===== src/ogbd_pkg.sv =====
//------------------------------------------------------------------------------
// ogbd_pkg
// Shared types and constants of the occupancy grid block downsampler.
//------------------------------------------------------------------------------
`timescale 1ns / 1ps
`default_nettype none
package ogbd_pkg;
    localparam int MaxWidth  = 1024;
    localparam int MaxFactor = 16;
    localparam int MaxHeight = 1024;
    localparam int ColW      = $clog2(MaxWidth);
    localparam int RowW      = $clog2(MaxHeight);
    localparam int SubW      = $clog2(MaxFactor) + 1;
    localparam int SumW      = 17;
    localparam int CntW      = 9;

    localparam logic [1:0] REG_FACTOR = 2'd0;
    localparam logic [1:0] REG_WIDTH  = 2'd1;
    localparam logic [1:0] REG_HEIGHT = 2'd2;

    localparam logic signed [7:0] UnknownCell = -8'sd1;

    // item handed from front to back end
    typedef struct packed {
        logic signed [SumW-1:0] sum;
        logic [CntW-1:0]        count;
        logic                   unknown;
        logic                   row_end;
        logic                   last;
    } blk_t;
endpackage
`default_nettype wire


===== src/ogbd_queue.sv =====
//------------------------------------------------------------------------------
// ogbd_queue
// Four-entry queue of finished blocks between front and back end.
//------------------------------------------------------------------------------
`timescale 1ns / 1ps
`default_nettype none
module ogbd_queue (
    input  wire logic           clk,
    input  wire logic           rst_n,
    input  wire logic           wr_en,
    input  wire ogbd_pkg::blk_t wr_data,
    output logic                rd_valid,
    output ogbd_pkg::blk_t      rd_data,
    input  wire logic           rd_en,
    output logic                space
);
    import ogbd_pkg::*;

    blk_t q_reg [4];
    logic [1:0] wp_reg, rp_reg;
    logic [2:0] cnt_reg;

    assign rd_valid = cnt_reg != 3'd0;
    assign rd_data  = q_reg[rp_reg];
    // two slots kept back for blocks already inside the front pipeline
    assign space    = cnt_reg <= 3'd2 - 3'(wr_en);

    always_ff @(posedge clk)
    begin
        if (wr_en)
            q_reg[wp_reg] <= wr_data;
    end

    always_ff @(posedge clk or negedge rst_n)
    begin
        if (!rst_n)
        begin
            wp_reg  <= '0;
            rp_reg  <= '0;
            cnt_reg <= '0;
        end
        else
        begin
            if (wr_en) wp_reg <= wp_reg + 2'd1;
            if (rd_en) rp_reg <= rp_reg + 2'd1;
            cnt_reg <= cnt_reg + 3'(wr_en) - 3'(rd_en);
        end
    end
endmodule
`default_nettype wire


===== config.mk =====
export PLATFORM = sky130hd
export DESIGN_NAME = ogbd_queue
export DESIGN_NICKNAME = d
export VERILOG_FILES = /design/src/ogbd_pkg.sv /design/src/ogbd_queue.sv
export SDC_FILE = /design/constraint.sdc
export NUM_CORES = 1
export LEC_CHECK = 0
export ABC_CLOCK_PERIOD_IN_PS = 5000
export BUFFER_PORTS_ARGS = -buffer_cell sky130_fd_sc_hd__buf_2
export CORE_ASPECT_RATIO = 1.5
export CORE_MARGIN = 1
export CORE_UTILIZATION = 45
export CTS_CLUSTER_SIZE = 30
export DETAILED_ROUTE_END_ITERATION = 16
export GPL_TIMING_DRIVEN = 0
export PLACE_DENSITY = 0.62
export SLEW_MARGIN = 5
export SYNTH_ARGS = -nofsm -noshare
export SYNTH_HDL_FRONTEND = slang
export SYNTH_SLANG_ARGS = --single-unit

===== constraint.sdc =====
create_clock -name clk -period 5 [get_ports clk]
set_input_delay 1 -clock clk [delete_from_list [all_inputs] [get_ports clk]]
set_output_delay 1 -clock clk [all_outputs]
set_load 0.05 [all_outputs]

==> flow_metrics.env <==
export IMPL_drc=0
export IMPL_timing_rr_start="wp_reg[1]"
export IMPL_fin_util_pct=57.6
export IMPL_clk_latency_ns=0.40
export IMPL_synthArstFlopShare_pct=5.69
export IMPL_cp_depth=5
export IMPL_grt_pass1_vias=2287
export IMPL_first_iter_violations=133
export IMPL_synth_edff_count=116
export IMPL_syn_inst=190
export IMPL_slowest_delay_ns=0.32
export IMPL_htree_levels=4
export IMPL_crit_arrival_ns=2.03
export IMPL_coreArea_sq_um=9800
export IMPL_worstPathMaxFanout=10
export IMPL_maxCapViolCount=0
export IMPL_reg2regPathDepth=3
export IMPL_tightest_slew_ns=0.811
export IMPL_yosysWarnings=0
export IMPL_outcome="finished, final reports clean"
export IMPL_io_pins=64
export IMPL_synth_area_sq_um=4610
export IMPL_hold_viol=0
export IMPL_crit_buf_inv=2
export IMPL_routed_via_density=5.22
export IMPL_largest_register_ffs=116
export IMPL_synth_fp_nets=232
export IMPL_clk_pin_slew_ns=0.05
export IMPL_critPathTopFamily="buffers and inverters"
export IMPL_finalSetupTns_ns=0
export IMPL_overflow=0
export IMPL_grt_max_degree=30
export IMPL_routed_wl_mm=7.31
export IMPL_synth_most_common_cell="edfxtp_1"
export IMPL_p_per_area_nw_per_um2=709
export IMPL_route_vias_total=2081
export IMPL_worst_path_max_delay_cell="ha_1"
export IMPL_critPathCaptureType="output pin"
export IMPL_cts_tree="built"
export IMPL_start_util_pct=47.1
export IMPL_slew_headroom_pct=45.9
export IMPL_netlist_top_cells_area="edfxtp_1, mux4_2, dfrtp_1, ha_1, buf_6"
export IMPL_dominantRegCellSynth="edfxtp_1"
export IMPL_port_buffers=63
export IMPL_path_cells="buf_2 -> ha_1 -> a21o_1 -> a21oi_1 -> buf_2"
export IMPL_nNetsFinal=314
export IMPL_fin_crit_ns=3.03
export IMPL_syn_avg_cell_area_sq_um=24.3
export IMPL_dp_cells=368
export IMPL_die_w_um=84.7
export IMPL_seq_area_frac_synth_pct=79.3
export IMPL_wire_per_inst_um=18.3
export IMPL_ys_seq_elements=123
export IMPL_final_cells=399
export IMPL_crit_start="wr_en"
export IMPL_postCtsSetupRepairBufs=0
export IMPL_worstHoldPathType="primary input to async pin"
export IMPL_first_pass_iters=6
export IMPL_slew_violations=0
export IMPL_gp_congestion=0.629
export IMPL_drive_gt1_share_pct=44.0
export IMPL_synth_common_cells="edfxtp_1, mux4_2, ha_1"
export IMPL_synth_cell_types=18
export IMPL_die_y_um=126
export IMPL_r2r_end="q_reg[1][8]"
export IMPL_yosysTopAreaCell="edfxtp_1"
export IMPL_power_mw=4.00
export IMPL_cts_repair_resized=0
export IMPL_p_leak_nw=2.04
export IMPL_cp_required_ns=4.00
export IMPL_insertedDiodeCount=0
export IMPL_grt_use_total_pct=15.1
export IMPL_hpwl_mm=4.39
export IMPL_die_area_sq_um=10700
export IMPL_ant_nets=0
export IMPL_grt_antenna_before_repair=0
export IMPL_clock_fmax_ghz=0.331
export IMPL_syn2layout_area_growth_pct=22.3
export IMPL_rsz0062_at_grt="no"
export IMPL_synthDominantCellAreaShare_pct=75.5
export IMPL_skew_ns=0.00474
export IMPL_setup_viol=0
export IMPL_crit_type="primary input to output pin"
export IMPL_clock_sinks=123
export IMPL_start_kind="primary input"
export IMPL_path_common_cell="buf_2"
export IMPL_postCtsHoldBufs=0
export IMPL_grt_pass1_wl_mm=11.5
export IMPL_cts_max_path_buffers=2
export IMPL_ir_worst_vdd_v=0.000384
export IMPL_ff2ff_setup_slack_ns=3.30
export IMPL_clockRootBuffer="clkbuf_16"
export IMPL_cts_buffers=17
export IMPL_core_rowCount=44
export IMPL_period_share_pct=60.5
-- cell type report --
cell class,instances,area (sq um)
plain buffers,6,47.5
clock buffers,21,440
clock inverters,10,125
fillers,734,4160
inverters,7,26.3
multi-input cells,54,886
flip-flops and latches,123,3660
well taps,115,144
repair buffers,63,315
-- worst max-delay path by stage --
stage	slack (ns)	endpoint
floorplan	1.80	space
global placement	1.98	space
detailed placement	1.98	space
CTS	1.97	space
global route	1.95	space
finish	1.97	space
-- cell usage in the layout, fill, tap and decap left out, types with 2 or more instances in the layout --
master / instances
clkbuf_1: 5
nand2_1: 3
buf_2: 65
xor2_1: 3
inv_1: 7
xnor2_1: 2
clkinv_2: 4
buf_6: 3
clkinv_1: 2
dfrtp_1: 7
and2_2: 4
ha_1: 8
edfxtp_1: 116
mux4_2: 28
clkbuf_16: 17
bufinv_16: 3
-- through the flow --
step                      hold slack [ns]  setup WS (ns)  cell area (sq um)
after floorplan                     0.462           1.80               4610
after global placement              0.481           1.98               5070
after global routing                0.424           1.95               5640
after detailed placement            0.490           1.98               5080
after CTS                           0.411           1.97               5640
final                               0.428           1.97               5640
-- logic make-up after synthesis --
group                    synth area share, %
adder cells (fa/ha/maj)                 2.60
multiplexers                            14.2
AO/OA/AOI/OAI                          0.380
XOR/XNOR                               0.949
AND/OR/NAND/NOR                        0.922
flip-flops                              79.3
buffers and inverters                   1.60
-- routing by layer --
metal | share of wire [%] | global-route usage (%) | up-vias
met4 | 1.2 | 6.58 | 0
met5 | 0 | 0 | -
met1 | 38 | 16.2 | 1071
met2 | 56 | 26.8 | 53
li1 | - | - | 949
met3 | 4.8 | 5.37 | 8
-- power breakdown --
group	switching, mW	internal (mW)	total (mW)
logic	0.981	0.442	1.42
clock network	0.383	0.771	1.15
registers	0.0610	1.36	1.42
total	1.43	2.57	4.00
No activity file was read; power rests on OpenSTA's default activity.
