==> config.mk <==
export PLATFORM = sky130hd
export DESIGN_NAME = ogbd_back
export DESIGN_NICKNAME = d
export VERILOG_FILES = /design/src/ogbd_pkg.sv /design/src/ogbd_back.sv
export SDC_FILE = /design/constraint.sdc
export NUM_CORES = 1
export LEC_CHECK = 0
export BUFFER_PORTS_ARGS = -buffer_cell sky130_fd_sc_hd__buf_2
export CAP_MARGIN = 20
export CORE_ASPECT_RATIO = 2
export CORE_MARGIN = 1
export CORE_UTILIZATION = 51
export CTS_CLUSTER_SIZE = 30
export DETAILED_ROUTE_END_ITERATION = 8
export PLACE_DENSITY_LB_ADDON = 0.05
export RECOVER_POWER = 100
export SETUP_SLACK_MARGIN = 0.1
export SYNTH_ARGS = -nofsm -noshare
export SYNTH_HDL_FRONTEND = slang
export SYNTH_SLANG_ARGS = --single-unit
==> constraint.sdc <==
create_clock -name clk -period 5.6 [get_ports clk]
set_input_delay 0.28 -clock clk [delete_from_list [all_inputs] [get_ports clk]]
set_output_delay 0.28 -clock clk [all_outputs]
set_load 0.005 [all_outputs]
==> src/ogbd_pkg.sv <==
//------------------------------------------------------------------------------
// ogbd_pkg
// Shared types and constants of the occupancy grid block downsampler.
//------------------------------------------------------------------------------
`timescale 1ns / 1ps
`default_nettype none
package ogbd_pkg;
    localparam int MaxWidth  = 1024;
    localparam int MaxFactor = 16;
    localparam int MaxHeight = 1024;
    localparam int ColW      = $clog2(MaxWidth);
    localparam int RowW      = $clog2(MaxHeight);
    localparam int SubW      = $clog2(MaxFactor) + 1;
    localparam int SumW      = 17;
    localparam int CntW      = 9;

    localparam logic [1:0] REG_FACTOR = 2'd0;
    localparam logic [1:0] REG_WIDTH  = 2'd1;
    localparam logic [1:0] REG_HEIGHT = 2'd2;

    localparam logic signed [7:0] UnknownCell = -8'sd1;

    // item handed from front to back end
    typedef struct packed {
        logic signed [SumW-1:0] sum;
        logic [CntW-1:0]        count;
        logic                   unknown;
        logic                   row_end;
        logic                   last;
    } blk_t;
endpackage
`default_nettype wire

==> src/ogbd_back.sv <==
//------------------------------------------------------------------------------
// ogbd_back
// Serial signed divider producing the block average, with output register.
//------------------------------------------------------------------------------
`timescale 1ns / 1ps
`default_nettype none
module ogbd_back (
    input  wire logic           clk,
    input  wire logic           rst_n,
    input  wire logic           q_valid,
    input  wire ogbd_pkg::blk_t q_data,
    output logic                q_pop,
    output logic                m_valid,
    output logic [9:0]          m_data,
    input  wire logic           m_ready
);
    import ogbd_pkg::*;

    typedef enum logic [1:0] {S_IDLE, S_DIV, S_OUT} state_t;
    state_t state_reg;
    logic [SumW-1:0] quo_reg;
    logic [CntW:0]   rem_reg;
    logic [CntW-1:0] den_reg;
    logic [4:0]      step_reg;
    logic            neg_reg, re_reg, last_reg;
    logic [7:0]      val_reg;

    logic [CntW:0] trial;
    logic [CntW:0] shifted;
    logic [SumW-1:0] mag;
    logic [SumW-1:0] qres;
    always_comb
    begin
        shifted = {rem_reg[CntW-1:0], quo_reg[SumW-1]};
        trial   = shifted - {1'b0, den_reg};
        mag     = q_data.sum[SumW-1] ? SumW'(-q_data.sum) : q_data.sum;
        qres    = neg_reg ? SumW'(-quo_reg) : quo_reg;
    end

    assign q_pop   = (state_reg == S_IDLE) && q_valid;
    assign m_valid = state_reg == S_OUT;
    assign m_data  = {last_reg, re_reg, val_reg};

    always_ff @(posedge clk or negedge rst_n)
    begin
        if (!rst_n)
        begin
            state_reg <= S_IDLE;
            quo_reg <= '0; rem_reg <= '0; den_reg <= '0; step_reg <= '0;
            neg_reg <= 1'b0; re_reg <= 1'b0; last_reg <= 1'b0; val_reg <= '0;
        end
        else
        begin
            unique case (state_reg)
                S_IDLE:
                    if (q_valid)
                    begin
                        re_reg   <= q_data.row_end;
                        last_reg <= q_data.last;
                        if (q_data.unknown || q_data.count == '0)
                        begin
                            val_reg   <= UnknownCell;
                            state_reg <= S_OUT;
                        end
                        else
                        begin
                            quo_reg   <= mag;
                            rem_reg   <= '0;
                            den_reg   <= q_data.count;
                            neg_reg   <= q_data.sum[SumW-1];
                            step_reg  <= 5'(SumW);
                            state_reg <= S_DIV;
                        end
                    end
                S_DIV:
                    if (step_reg == 5'd0)
                    begin
                        val_reg   <= qres[7:0];
                        state_reg <= S_OUT;
                    end
                    else
                    begin
                        step_reg <= step_reg - 5'd1;
                        if (!trial[CntW])
                        begin
                            rem_reg <= trial;
                            quo_reg <= {quo_reg[SumW-2:0], 1'b1};
                        end
                        else
                        begin
                            rem_reg <= shifted;
                            quo_reg <= {quo_reg[SumW-2:0], 1'b0};
                        end
                    end
                S_OUT:
                    if (m_ready)
                        state_reg <= S_IDLE;
                default: state_reg <= S_IDLE;
            endcase
        end
    end
endmodule
`default_nettype wire

==> flow_summary_export.csv <==
group,metric,value,unit
run_status,status,"complete, but fails checks",
run_status,violations,"DRC, capacitance limit, slew limit",
critical_path,worstSetupPathType,"reg2reg",
placed_design,dp_hpwl,5436,um
clock_network,cts-resized-gates,0,
cells_and_area,final_nets,432,
power,sequentialPowerShare,0.334,
cells_and_area,layout-drive-gt1-share,0.1528,
power,power_per_cell_area,575.0,nW/um2
placed_design,place_congestion,0.8755,
placed_design,port_buffers,44,
clock_network,clk_pin_slew_worst_paths,0.07,ns
cells_and_area,multi_input_area,1678,um2
critical_path,crit_path_start_kind,"flop",
detailed_routing,avgRoutedWirePerCell,16.29,um
synth,yosysSeqAreaShare,0.4196,
min_path,min_from,"m_ready",
timing,period_share,0.5338,
cells_and_area,regArea,1326,um2
power,p_int,1.198,mW
synth,netlist-cell-type-count,51,
timing,finalHoldViolCount,0,
detailed_routing,drt_iter0_markers,111,
synth,synth_edf_count,0,
clock_network,htree_num_levels,2,
synth,synth_cells,348,
min_path,worstHoldPathCells,2,
critical_path,critPathArrivalTime,3.12,ns
critical_path,regToRegSetupSlack,2.61,ns
power,sw_frac_of_total,0.4151,
power,ir_worst_vdd,0.3011,mV
critical_path,r2r_end,"step_reg[2]",
floorplanning,ios,45,
critical_path,critPathMaxFanout,29,
synth,dominantRegCellSynth,"dfrtp_1",
global_routing,grt_pass1_vias,2674,
cells_and_area,diodes,0,
clock_network,cts_sinks,53,
clock_network,cts_setup_buffers,0,
synth,syn_nets,395,
synth,synthArstFlopShare,1.000,
power,post-layout-total-power,2.048,mW
power,pwr-share-comb,0.505,
global_routing,grt_util_all_layers,0.2479,
synth,ys_warn_count,0,
timing,worst_slack,2.611,ns
synth,synth.top_cell.area_share,0.4196,
cells_and_area,area_growth,12.71,%
critical_path,endpoint_kind,"flop",
cells_and_area,final_common_cell,"nand2_1",
timing,maxSlewViolCount,54,
synth,netlist.top_cell.by_area,"dfrtp_1",
detailed_routing,detail_route.vias_per_cell,5.837,
floorplanning,initial_utilization,0.5262,
timing,slew_headroom,-0.9125,
timing,rsz0062_at_grt,"no",
min_path,min_to,"state_reg[1]",
timing,fin_worst_skew,0.006335,ns
critical_path,worst-r2r-cell-count,8,
floorplanning,die_h,113.3,um
power,p_clk_frac,0.161,
cells_and_area,largest_register_ffs,17,
timing,final-setup-viol-count,0,
synth,syn_area,3161,um2
detailed_routing,vias,2621,
floorplanning,die-area,6535,um2
synth,ys_top_cells_by_area,"dfrtp_1 (42%), nand2_1 (6.5%), o21ai_0 (5.9%), ha_1 (5.1%), xnor2_1 (5.0%)",
cells_and_area,mostFrequentLayoutCells,"nand2_1 (55), dfrtp_1 (53), buf_2 (41), o21ai_0 (38), inv_1 (23)",
clock_network,cts_tree,"done",
clock_network,cts-root-buf,"clkbuf_16",
critical_path,r2r-start,"state_reg[1]",
timing,post-route-min-period,2.989,ns
detailed_routing,wl,7315,um
detailed_routing,postRouteAntennaNets,0,
clock_network,clkLatencyLatePin,0.30,ns
detailed_routing,dr.pass1.iters,6,
power,switching_power,850.2,uW
detailed_routing,drc_errors,1,
global_routing,grt_max_degree,54,
placed_design,place_ws,2.765,ns
clock_network,ctsHoldBuffers,0,
global_routing,antenna_found_initial,0,
power,p_leak,1.673,nW
timing,setup_tns,0,ns
min_path,hold_path_class,"in2reg",
synth,syn_area_per_cell,9.082,um2
clock_network,cts_inserted_buffers,5,
timing,holdWs,0.1753,ns
floorplanning,rows,40,
floorplanning,die-width,57.67,um
clock_network,cts_buffer_depth,2,
timing,worst_pin_slew,2.869,ns
timing,fmax,334.5,MHz
flow_run,drv_cap,2,
floorplanning,core_area,6006,um2
global_routing,grt_pass1_wl,12250,um
critical_path,required,5.74,ns
global_routing,gr-total-overflow,0,
synth,ys_ff_latch,53,
cells_and_area,n_fill_cell,572,
[per-stage QoR]
step / instances / util / area (um2)
after floorplan: 348 / - / 3161
after global placement: 440 / 0.5679 / 3411
after detailed placement: 440 / 0.5679 / 3411
after CTS: 448 / 0.5942 / 3568
after global routing: 449 / 0.5931 / 3562
final: 449 / 0.5931 / 3562
[synthesized netlist by cell type (2+ instances only)]
library cell	count
nand2_1	55
dfrtp_1	53
o21ai_0	37
inv_1	23
nor2_1	18
xnor2_1	18
ha_1	13
clkbuf_1	11
xor2_1	11
mux2i_1	10
a22oi_1	8
a21oi_1	7
nor2b_1	7
o31ai_1	5
a221o_1	4
nand2b_1	4
nand3_1	4
nor4_1	4
or3_1	4
a21o_1	3
a31oi_1	3
buf_4	3
o221ai_1	3
a22o_1	2
a31o_2	2
a32oi_1	2
and2_1	2
and3_1	2
buf_2	2
mux2_2	2
nor3_1	2
nor3b_1	2
o21a_1	2
o21ai_1	2
o22ai_1	2
[layout make-up]
type,instances,area share
tap,63,0.02213
multi-input combinational,255,0.4710
timing repair buffer,47,0.06603
sequential,53,0.3723
clock buffer,7,0.04285
inverter,23,0.02424
clock inverter,1,0.001405
[cells by family after synthesis]
group | after synthesis | share of synthesized area
multiplexers | 12 | 0.03880
flip-flops | 53 | 0.4196
buffers and inverters | 40 | 0.05186
AND/OR/NAND/NOR | 109 | 0.1603
AO/OA/AOI/OAI | 91 | 0.1912
XOR/XNOR | 29 | 0.08036
adder cells (fa/ha/maj) | 14 | 0.05780
[power groups by stage]
stage	sequential (mW)	clock [mW]	combinational (mW)
finish	0.683	0.330	1.04
global route	0.705	0.351	1.16
CTS	0.683	0.336	1.04
detailed placement	0.688	0	1.04
global placement	0.684	0	1.02
floorplan	0.651	0	0.810
[critical path, cell delays in order, from the launching register on]
cell and delay, ns:
dfrtp_1 0.43, nand2b_1 0.38, a31oi_1 0.17, o32ai_2 0.15, clkbuf_1 0.94, inv_1 0.37
nand2_1 0.18, xor2_1 0.15, nor2_1 0.05
[how the worst max path moves through the flow]
| stage | start | to | slack [ns] | cells past startpoint |
|---|---|---|---|---|
| 2_1_floorplan | rem_reg[5] | rem_reg[7] | 3.32 | 9 |
| 3_3_place_gp | rem_reg[5] | rem_reg[7] | 2.78 | 7 |
| 3_5_place_dp | state_reg[1] | step_reg[4] | 2.76 | 8 |
| 4_1_cts | state_reg[1] | step_reg[4] | 2.72 | 8 |
| 5_1_grt | state_reg[1] | step_reg[2] | 2.25 | 8 |
| 6_report | state_reg[1] | step_reg[2] | 2.61 | 8 |
[layer usage]
| layer | share of wire | track usage | routed length, um |
|---|---|---|---|
| met1 | 0.39 | 0.2632 | 2848 |
| met2 | 0.56 | 0.4721 | 4130 |
| met3 | 0.021 | 0.03429 | 157 |
| met4 | 0.024 | 0.1000 | 178 |
| met5 | 0 | 0 | 0 |
No activity file was read; power rests on OpenSTA's default activity.
